`src/rtl/scsi_pkg.sv`:
```
// ----------------------------------------------------------------------------
// scsi_pkg: shared types and constants for the sparse cumulative sum index
// Table geometry, command and status codes, the table entry layout and the
// request format of the shared adder.
// ----------------------------------------------------------------------------
package scsi_pkg;

	localparam int ENTRIES = 1024;
	localparam int CNT_W   = $clog2(ENTRIES + 1);
	localparam int ADDR_W  = $clog2(ENTRIES);
	localparam int ALU_W   = 66;

	localparam logic [1:0] CMD_PUSH  = 2'd0;
	localparam logic [1:0] CMD_POP   = 2'd1;
	localparam logic [1:0] CMD_ROLL  = 2'd2;
	localparam logic [1:0] CMD_QUERY = 2'd3;

	localparam logic [2:0] ST_OK       = 3'd0;
	localparam logic [2:0] ST_OVERFLOW = 3'd1;
	localparam logic [2:0] ST_EMPTY    = 3'd2;
	localparam logic [2:0] ST_NEGATIVE = 3'd3;
	localparam logic [2:0] ST_FULL     = 3'd4;

	typedef struct packed {
		logic [31:0] height;
		logic [62:0] amount;
		logic [63:0] interest;
	} entry_t;

	typedef struct packed {
		logic             sub;
		logic [ALU_W-1:0] x;
		logic [ALU_W-1:0] y;
	} alu_req_t;

endpackage

```
`src/rtl/scsi_alu.sv`:
```
// ----------------------------------------------------------------------------
// scsi_alu: shared wide adder
// Adds or subtracts two 66-bit operands; used for totals and height compares.
// ----------------------------------------------------------------------------
module scsi_alu (
	input  scsi_pkg::alu_req_t             req,
	output logic [scsi_pkg::ALU_W-1:0]     sum
);
	import scsi_pkg::*;

	logic [ALU_W-1:0] y_eff;

	assign y_eff = req.sub ? ~req.y : req.y;
	assign sum   = req.x + y_eff + {{(ALU_W-1){1'b0}}, req.sub};

endmodule

```
`config.mk`:
```
export PLATFORM = sky130hd
export DESIGN_NAME = scsi_alu
export DESIGN_NICKNAME = d
export VERILOG_FILES = /design/src/rtl/scsi_pkg.sv /design/src/rtl/scsi_alu.sv
export SDC_FILE = /design/constraint.sdc
export NUM_CORES = 1
export LEC_CHECK = 0
export ABC_AREA = 0
export BUFFER_PORTS_ARGS = -buffer_cell sky130_fd_sc_hd__buf_2
export CAP_MARGIN = 20
export CORE_UTILIZATION = 39
export DETAILED_ROUTE_END_ITERATION = 7
export GPL_TIMING_DRIVEN = 0
export PLACE_DENSITY = 0.78
export SLEW_MARGIN = 30
export SYNTH_ARGS = -nofsm -noshare
export SYNTH_HDL_FRONTEND = slang
export SYNTH_SLANG_ARGS = --single-unit
```
`constraint.sdc`:
```
create_clock -name vclk -period 6.8
set_clock_uncertainty 0.05 [all_clocks]
set_input_delay 1.36 -clock vclk [all_inputs]
set_output_delay 1.36 -clock vclk [all_outputs]
set_load 0.05 [all_outputs]
```
# After elaboration in Yosys (flattened, before gate mapping)
# Index checks and enable logic that the tools add are counted.
word_totals:
  input_bits: 133
  regBits: 0
  word_cells: 4
classes:
  add_sub_neg: 2
  n_bitwise: 1
  muxes: 1
op_table:
  columns: ["op", "n"]
  rows:
  - ["$add A66 B1 Y66", 1]
  - ["$add A66 B66 Y66", 1]
  - ["$mux W66", 1]
  - ["$not A66 Y66", 1]

# Longest topological paths before layout
# Gate-level depths: netlist (run 1).
depth:
  ltp_word: 4
  ltp_mapped: 14
  depth_no_buf: 11

# Least setup slack after synthesis (run 1)
# Ideal clock, no wire load.
synth_path:
  kind: "input -> output"
  start: "input port req[132] (netlist name)"
  end: "output port sum[61] (netlist name)"
  t_required_ps: 5390
  stages: 13
  slack_ps: -255
  t_arrival_ps: 5645
  path_cell_list: "buf_1 buf_1 xor2_1 ha_1 and4_2 a211o_1 o211ai_1 o221ai_2 a31oi_4 o21ai_2 a21oi_4 o21ai_2 a311oi_1"
synth_between:
  elab_chain_cells: 3
synth_rtl:
  columns: ["element", "line_no", "text"]
  rows:
  - ["start: declaration", "scsi_alu.sv:6", "input scsi_pkg::alu_req_t req,"]
  - ["$mux W66", "scsi_alu.sv:13", "assign y_eff = req.sub ? ~req.y : req.y;"]
  - ["$add A66 B66 Y66", "scsi_alu.sv:14", "assign sum = req.x + y_eff + {{(ALU_W-1){1'b0}}, req.sub};"]
  - ["$add A66 B1 Y66 (*)", "scsi_alu.sv:14", null]
  - ["end: declaration", "scsi_alu.sv:7", "output logic [scsi_pkg::ALU_W-1:0] sum"]
# Every way passes the cells marked *; elsewhere a longest branch is shown, timed or not.

# Worst setup path after layout (run 1)
layout_path:
  start: "input port req[132] (netlist name)"
  end: "output port sum[62] (netlist name)"
# The elaborated chain is that of the path after synthesis.

==> results of run 1 <==
[report_power, final]
part	internal [uW]	leakage (uW)	switching (uW)
clock	0	0	0
sequential	0	0	0
combinational	382	0.00293	948
total	382	0.00293	948
[kinds of logic after synthesis]
family	Yosys count	share of synthesized area, %
AOI/OAI and AO/OA	241	35.7
buffers and inverters	55	4.96
muxes	2	0.541
xor gates and xnor gates	127	24.1
and+or+nand+nor	162	17.0
adders and majority gates	65	17.8
[metrics by stage]
step	std cells	setup TNS [ns]	total power, uW	area, sq um
finish	993	0	1330	5840
global route	993	0	1420	5840
detailed placement	994	-11.05	1310	5810
CTS	993	0	1320	5810
global placement	994	-9.64	1310	5810
floorplan	652	0	1020	4630
[Yosys cell counts, types with 8 or more instances]
cell type	count	area (sq um)
a21oi_1	73	365
o21bai_1	12	90.1
inv_1	17	63.8
nand3_1	13	65.1
xor2_1	93	815
nand4_1	18	113
nor3_1	8	40.0
a21o_1	43	323
nor2_1	39	146
clkbuf_1	25	93.8
xnor2_1	34	298
ha_1	64	801
nand2_1	50	188
a31oi_1	13	81.3
o21ai_0	38	190
[area by class of cell]
cell class	instances	area, sq um
inverters	17	63.8
well taps	143	179
fillers	1205	5620
multi-input cells	597	4430
repair buffers	199	998
plain buffers	37	174
[per-layer routing]
metal,part of all wire (%),GRT usage [%]
met1,47,28.9
met2,46,39.0
met3,6.1,2.19
met4,0.97,1.96
met5,0,0
[placed cells by master, fill, tap and decap left out, types with 4 or more instances in the layout]
master,synthesis,final
nand2_1,50,50
inv_1,17,17
a21o_1,43,43
or3_1,4,4
ha_1,64,64
o211ai_1,5,5
nor2_1,39,39
buf_4,5,6
a21oi_1,73,72
o31ai_2,3,4
a31oi_1,13,13
nor3_1,8,8
nand2b_1,7,7
o21bai_1,12,12
xnor2_1,34,34
and2_1,5,5
o21a_1,7,7
nand3_1,13,13
and3_1,4,4
buf_2,3,202
clkbuf_1,25,23
nand4_1,18,18
o21ai_0,38,38
xor2_1,93,93
[worst max-delay path by stage]
stage	startpoint	end
floorplan	req[132]	sum[58]
global placement	req[132]	sum[58]
detailed placement	req[132]	sum[62]
CTS	req[132]	sum[62]
global route	req[132]	sum[62]
finish	req[132]	sum[62]
[timing repair]
item,in CTS,in global routing
pin swaps,0,1
resized for setup,3,13
endpoints found under the setup margin,38,9
==> flow_summary_export.csv, run 1 <==
group,metric,value,unit
hold_path,min_delay_path_depth,3,
floorplanning,die_area,12300,sq um
setup_path,path_buf_inv,3,
synthesis,synthesis.area,4620,sq um
timing,rsz0062_at_grt,"false",
power_and_ir_drop,irDropWorstVdd,0.000186,V
timing,finalSetupViolCount,0,
timing,setup_ws,0.305,ns
floorplanning,die_x,111,um
synthesis,yosys_warnings,0,
synthesis,ys_seq_area_share,0,%
floorplanning,dieHeight,111,um
floorplanning,ios,199,
setup_path,crit_path_start_kind,"input port",
grt,grt_pass1_wl,23.0,mm
synthesis,netlist_instances,652,
final_layout,clockBufferCount,0,
timing,min_period,6.50,ns
place,dp_hpwl,12.2,mm
route,drtIter0Drc,355,
route,drc,0,
timing,hold_violations,0,
place,place.gp.congestion,0.931,
timing,period_share,95.5,%
final_layout,final-seq-area,0,sq um
place,pre_cts_slack,-0.616,ns
setup_path,crit_top_cell,"clkbuf_4",
floorplanning,initial_core_util,40.3,%
route,wl_per_cell,14.3,um
final_layout,drive_gt1_share,28.5,%
cts,ctsHoldBuffers,0,
final_layout,area_growth,26.5,%
setup_path,crit_cells,14,
final_layout,seq_cells,0,
timing,tightest_slew,0.555,ns
synthesis,syn_avg_cell_area,7.09,sq um
grt,track_usage,21.7,%
setup_path,critPathRequiredTime,5.39,ns
setup_path,crit_path_top_delay_cell,"fa_1",
status,status,"finished, final reports clean",
hold_path,hold_class,"in -> out",
floorplanning,core-area,11500,sq um
route,ant_nets,0,
setup_path,slowest_delay,0.44,ns
route,num_vias,5385,
power_and_ir_drop,power.density,228,nW/um^2
power_and_ir_drop,leakagePower,0.00293,uW
setup_path,arrival,5.09,ns
place,place.port_buffers,199,
grt,grt_remaining_overflow,0,
hold_path,min_from,"req[66]",
synthesis,ys_types,65,
setup_path,cp_cell_sequence,"clkbuf_4, clkbuf_4, xor2_1, fa_1, a21o_1, a221oi_4, a2111o_1, a211oi_1, o31ai_1, nand3b_1, o31ai_2, a21oi_1, or3_1, buf_2",
setup_path,cp_max_fo,12,
grt,grt_max_degree,13,
route,wirelength,14.2,mm
hold_path,hold_end,"sum[0]",
timing,maxSlewHeadroom,62.5,%
setup_path,critPathKind,"in -> out",
timing,maxSlewViolCount,0,
setup_path,critPathCaptureType,"output pin",
timing,holdWs,3.03,ns
final_layout,fin_util,51.0,%
route,drtPass1Iterations,5,
cts,post_cts_buffers,0,
run,maxCapViolCount,0,
grt,antenna_found_initial,0,
floorplanning,rows,39,
route,vias_per_cell,5.42,
grt,grt_pass1_vias,5079,
synthesis,syn-num-nets,850,
final_layout,nets,1050,
timing,timing.fmax,154,MHz
setup_path,cpLargestDelayFamily,"compound AO/OA/AOI/OAI gates",
final_layout,diodes,0,
(Power assumes the default switching activity.)
==> run 2: changes to the inputs <==
- ABC_AREA: 0 -> not set
- PLACE_DENSITY: 0.78 -> 0.8
- clock period: 6.8 -> 5.2 ns (I/O delays scaled with it)
==> flow_summary_export.csv, run 2 (same netlist as run 1, synthesis figures left out) <==
group,metric,value,unit
power_and_ir_drop,p_clk_share,0,%
final_layout,nets,1101,
floorplanning,ios,199,
power_and_ir_drop,power,2230,uW
power_and_ir_drop,p_sw,1410,uW
timing,rsz0062_at_grt,"true",
route,vias_per_cell,5.64,
setup_path,cp_cell_sequence,"buf_12, buf_12, buf_12, xor2_2, ha_1, and3_4, a221oi_4, a2111o_1, buf_6, a2111oi_4, o21ai_2, a31oi_4, buf_6, a21oi_4, o31ai_4, xor2_4, buf_6",
timing,min_period,5.43,ns
timing,setup_ws,-0.225,ns
route,drc,0,
cts,ctsHoldBuffers,0,
floorplanning,core-area,11500,sq um
final_layout,final_common_cell,"buf_2",
power_and_ir_drop,leakagePower,0.00355,uW
grt,grt_remaining_overflow,0,
timing,hold_violations,0,
setup_path,crit_path_start_kind,"input port",
power_and_ir_drop,switching_share,63.3,%
route,ant_nets,0,
status,status,"finished with violations",
place,dp_hpwl,12.8,mm
route,wl_per_cell,16.7,um
grt,antenna_found_initial,1,
power_and_ir_drop,power.density,295,nW/um^2
grt,grt_pass1_vias,5717,
hold_path,hold_class,"in -> out",
power_and_ir_drop,p_comb_share,100.0,%
status,violations,"negative setup slack",
place,place.port_buffers,199,
timing,finalSetupViolCount,17,
power_and_ir_drop,irDropWorstVdd,0.000263,V
floorplanning,dieHeight,111,um
timing,timing.fmax,184,MHz
setup_path,crit_path_top_delay_cell,"a2111o_1",
final_layout,drive_gt1_share,46.4,%
route,drtPass1Iterations,5,
floorplanning,die_area,12300,sq um
setup_path,critPathCaptureType,"output pin",
grt,track_usage,25.9,%
final_layout,seq_cells,0,
final_layout,final-seq-area,0,sq um
final_layout,clockBufferCount,0,
grt,grt_max_degree,11,
setup_path,critPathRequiredTime,4.11,ns
timing,tightest_slew,0.650,ns
power_and_ir_drop,pwr-share-seq,0,%
setup_path,slowest_delay,0.41,ns
run,maxCapViolCount,0,
route,wirelength,17.5,mm
place,place.gp.congestion,0.932,
floorplanning,rows,39,
setup_path,critPathKind,"in -> out",
grt,grt_pass1_wl,26.9,mm
timing,maxSlewViolCount,0,
hold_path,min_from,"req[66]",
final_layout,fill_cells,950,
final_layout,final_cell_mix,"buf_2, xor2_1, a21oi_1, buf_4, nand2_1",
floorplanning,initial_core_util,40.3,%
timing,maxSlewHeadroom,56.3,%
floorplanning,die_x,111,um
setup_path,arrival,4.34,ns
hold_path,hold_end,"sum[0]",
timing,period_share,104,%
route,drtIter0Drc,299,
hold_path,min_delay_path_depth,3,
power_and_ir_drop,internal_power,821,uW
route,num_vias,5891,
final_layout,area_growth,64.2,%
setup_path,cp_max_fo,6,
place,pre_cts_slack,-0.877,ns
[run 2: cell count changes in the layout (fill, tap and decap cells not counted), sizes merged]
| cell | delta |
|---|---|
| bufbuf | +1 |
| clkbuf | -15 |
| diode | +1 |
| buf | +65 |
[run 2: cell type report]
class / count / area, sq um / share of cell area, %
Multi-Input combinational cell: 597 / 5380 / 71.0
Timing Repair Buffer: 263 / 1750 / 23.0
Buffer: 24 / 210 / 2.77
Tap cell: 143 / 179 / 2.36
Inverter: 17 / 63.8 / 0.841
Antenna cell: 1 / 2.50 / 0.0330
[run 2: power groups by stage]
| stage | clock network (uW) | registers [uW] | logic (uW) |
|---|---|---|---|
| after CTS | 0 | 0 | 2100 |
| final | 0.0000257 | 0 | 2230 |
| after global routing | 0.0000257 | 0 | 2350 |
| after detailed placement | 0 | 0 | 1810 |
| after floorplan | 0 | 0 | 1430 |
| after global placement | 0 | 0 | 1800 |
[run 2: worst max path at each step]
stage / start / endpoint / slack [ns] / depth (start not counted)
global route: req[132] / sum[64] / -0.32 / 17
global placement: req[132] / sum[62] / -0.87 / 15
floorplan: req[132] / sum[61] / -0.05 / 13
CTS: req[132] / sum[60] / -0.31 / 17
finish: req[132] / sum[60] / -0.23 / 17
detailed placement: req[132] / sum[62] / -0.88 / 15
[run 2: metrics by stage]
step	hold WS [ns]	TNS [ns]	util, %	area, sq um	std cells
global placement	2.38	-18.01	53.6	6140	994
CTS	2.39	-3.72	62.3	7150	1032
detailed placement	2.38	-18.36	53.6	6140	994
finish	2.39	-2.48	66.2	7590	1045
global route	2.40	-4.65	66.2	7590	1045
floorplan	2.30	-0.0491	-	4970	652
[run 2: routing by layer]
metal  routed length, um  share of wire, %  vias up  track usage (%)
li1                    -                 -     2871                -
met1                7150                41     2744             31.5
met2                8900                51      245             48.9
met3                1030               5.9       31             2.68
met4                 395               2.3        0             4.71
met5                   0                 0        -                0
[run 2: worst max-delay path: cells and delay by family]
family          cells  cell delay (ns)
xor+xnor            2             0.32
compound gates      7             1.60
fa+ha+maj           1             0.33
buf+inv             6             0.83
simple gates        1             0.20
[run 2: what timing repair did]
action | 4_1_cts | 5_1_grt
buffers inserted | 49 | 17
setup endpoints to repair | 46 | 43
pin swaps | 61 | 37
gates resized for setup | 161 | 67
cloned | 1 | 0
==> run 3: changes to the inputs <==
- CORE_UTILIZATION: 39 -> 46
- PLACE_DENSITY: 0.8 -> 0.91
==> flow_summary_export.csv, run 3 (same netlist as run 1, synthesis figures left out) <==
group,metric,value,unit
route,drc,0,
power_and_ir_drop,leakagePower,0.00343,uW
floorplanning,initial_core_util,47.3,%
power_and_ir_drop,pwr-share-seq,0,%
grt,grt_max_degree,11,
route,vias_per_cell,5.86,
final_layout,seq_cells,0,
timing,maxSlewHeadroom,53.3,%
setup_path,arrival,4.34,ns
timing,rsz0062_at_grt,"true",
power_and_ir_drop,power,2160,uW
floorplanning,die_area,10500,sq um
setup_path,cp_max_fo,7,
timing,maxSlewViolCount,0,
setup_path,startpoint,"req[132]",
run,maxCapViolCount,0,
timing,timing.fmax,184,MHz
final_layout,layoutNonFillerInstCount,1023,
hold_path,hold_class,"in -> out",
floorplanning,core-area,9770,sq um
final_layout,fin_area,7140,sq um
place,place_area,6130,sq um
power_and_ir_drop,switching_share,64.8,%
final_layout,drive_gt1_share,42.0,%
final_layout,final_cell_mix,"buf_2, xor2_1, a21oi_1, buf_4, ha_1",
final_layout,area_growth,54.6,%
route,wl_per_cell,17.0,um
power_and_ir_drop,irDropWorstVdd,0.000216,V
place,place.port_buffers,199,
timing,finalSetupViolCount,29,
setup_path,critPathRequiredTime,4.11,ns
power_and_ir_drop,power.density,302,nW/um^2
timing,hold_violations,0,
grt,grt_pass1_vias,5452,
route,wirelength,17.3,mm
power_and_ir_drop,internal_power,761,uW
place,place_inst,984,
status,status,"finished with violations",
status,violations,"negative setup slack",
timing,tightest_slew,0.695,ns
route,drtIter0Drc,260,
route,ant_nets,0,
grt,grt_remaining_overflow,0,
route,drtPass1Iterations,5,
setup_path,critPathCaptureType,"output pin",
timing,setup_ws,-0.230,ns
floorplanning,ios,199,
final_layout,final_common_cell,"buf_2",
timing,min_period,5.43,ns
hold_path,min_delay_path_depth,3,
setup_path,critPathKind,"in -> out",
floorplanning,dieHeight,102,um
grt,grt_pass1_wl,25.0,mm
hold_path,min_from,"req[66]",
floorplanning,rows,36,
place,dp_hpwl,12.4,mm
power_and_ir_drop,p_sw,1400,uW
final_layout,diodes,0,
floorplanning,die_x,102,um
power_and_ir_drop,p_clk_share,0,%
timing,period_share,104,%
route,num_vias,5992,
final_layout,final-seq-area,0,sq um
grt,track_usage,29.5,%
final_layout,clockBufferCount,0,
setup_path,crit_path_start_kind,"input port",
place,place.gp.congestion,0.923,
final_layout,nets,1090,
grt,antenna_found_initial,1,
power_and_ir_drop,p_comb_share,100.0,%
-- run 3: per-stage QoR --
step	hold slack [ns]	setup slack (ns)	utilization (%)	TNS [ns]
6_report	2.43	-0.230	73.1	-3.18
5_1_grt	2.43	-0.359	73.1	-6.33
4_1_cts	2.44	-0.275	68.9	-2.06
3_5_place_dp	2.43	-0.812	62.7	-17.08
3_3_place_gp	2.42	-0.775	62.7	-15.60
2_1_floorplan	2.30	-0.0491	-	-0.0491
-- run 3: metal layers --
layer  track usage (%)  share of wire (%)  vias up  routed length (um)
met3              3.08                7.7       46                1340
met1              33.6                 38     2766                6510
li1                  -                  -     2862                   -
met2              58.2                 52      316                8980
met5                 0              0.075        -                  13
met4              6.15                2.9        2                 503
-- run 3: power groups by stage --
| stage | Sequential, uW | Combinational, uW | Clock, uW |
|---|---|---|---|
| after CTS | 0 | 1990 | 0 |
| after floorplan | 0 | 1430 | 0 |
| after global routing | 0 | 2270 | 0 |
| after detailed placement | 0 | 1800 | 0 |
| after global placement | 0 | 1780 | 0 |
| final | 0 | 2160 | 0 |
-- run 3: path summary, 6_finish.rpt --
path,slack (ns),to
worst max-delay path,-0.23,sum[59]
worst min-delay path,2.43,sum[0]
-- run 3: cell type report --
type	instances	area, sq um
buffer	26	199
fill	769	2630
inverter	17	66.3
multi-input combinational	597	5120
tap	133	166
timing repair buffer	250	1590
-- run 3: repair_timing --
action,4_1_cts,5_1_grt
pin swaps,51,43
buffers inserted,31,21
gates resized for setup,103,79
hold buffers,0,0
endpoints found under the setup margin,46,38
-- run 3: worst max-delay path: stages --
cell	delay (ns)
buf_8	0.11
buf_12	0.14
buf_12	0.14
xor2_1	0.15
ha_1	0.32
buf_6	0.14
and4_4	0.16
a211o_1	0.30
o211ai_1	0.25
buf_4	0.18
o211ai_1	0.08
buf_4	0.18
a21oi_4	0.18
a211oi_4	0.11
buf_6	0.14
a211oi_4	0.28
o21ai_2	0.11
xor2_2	0.14
buf_6	0.17
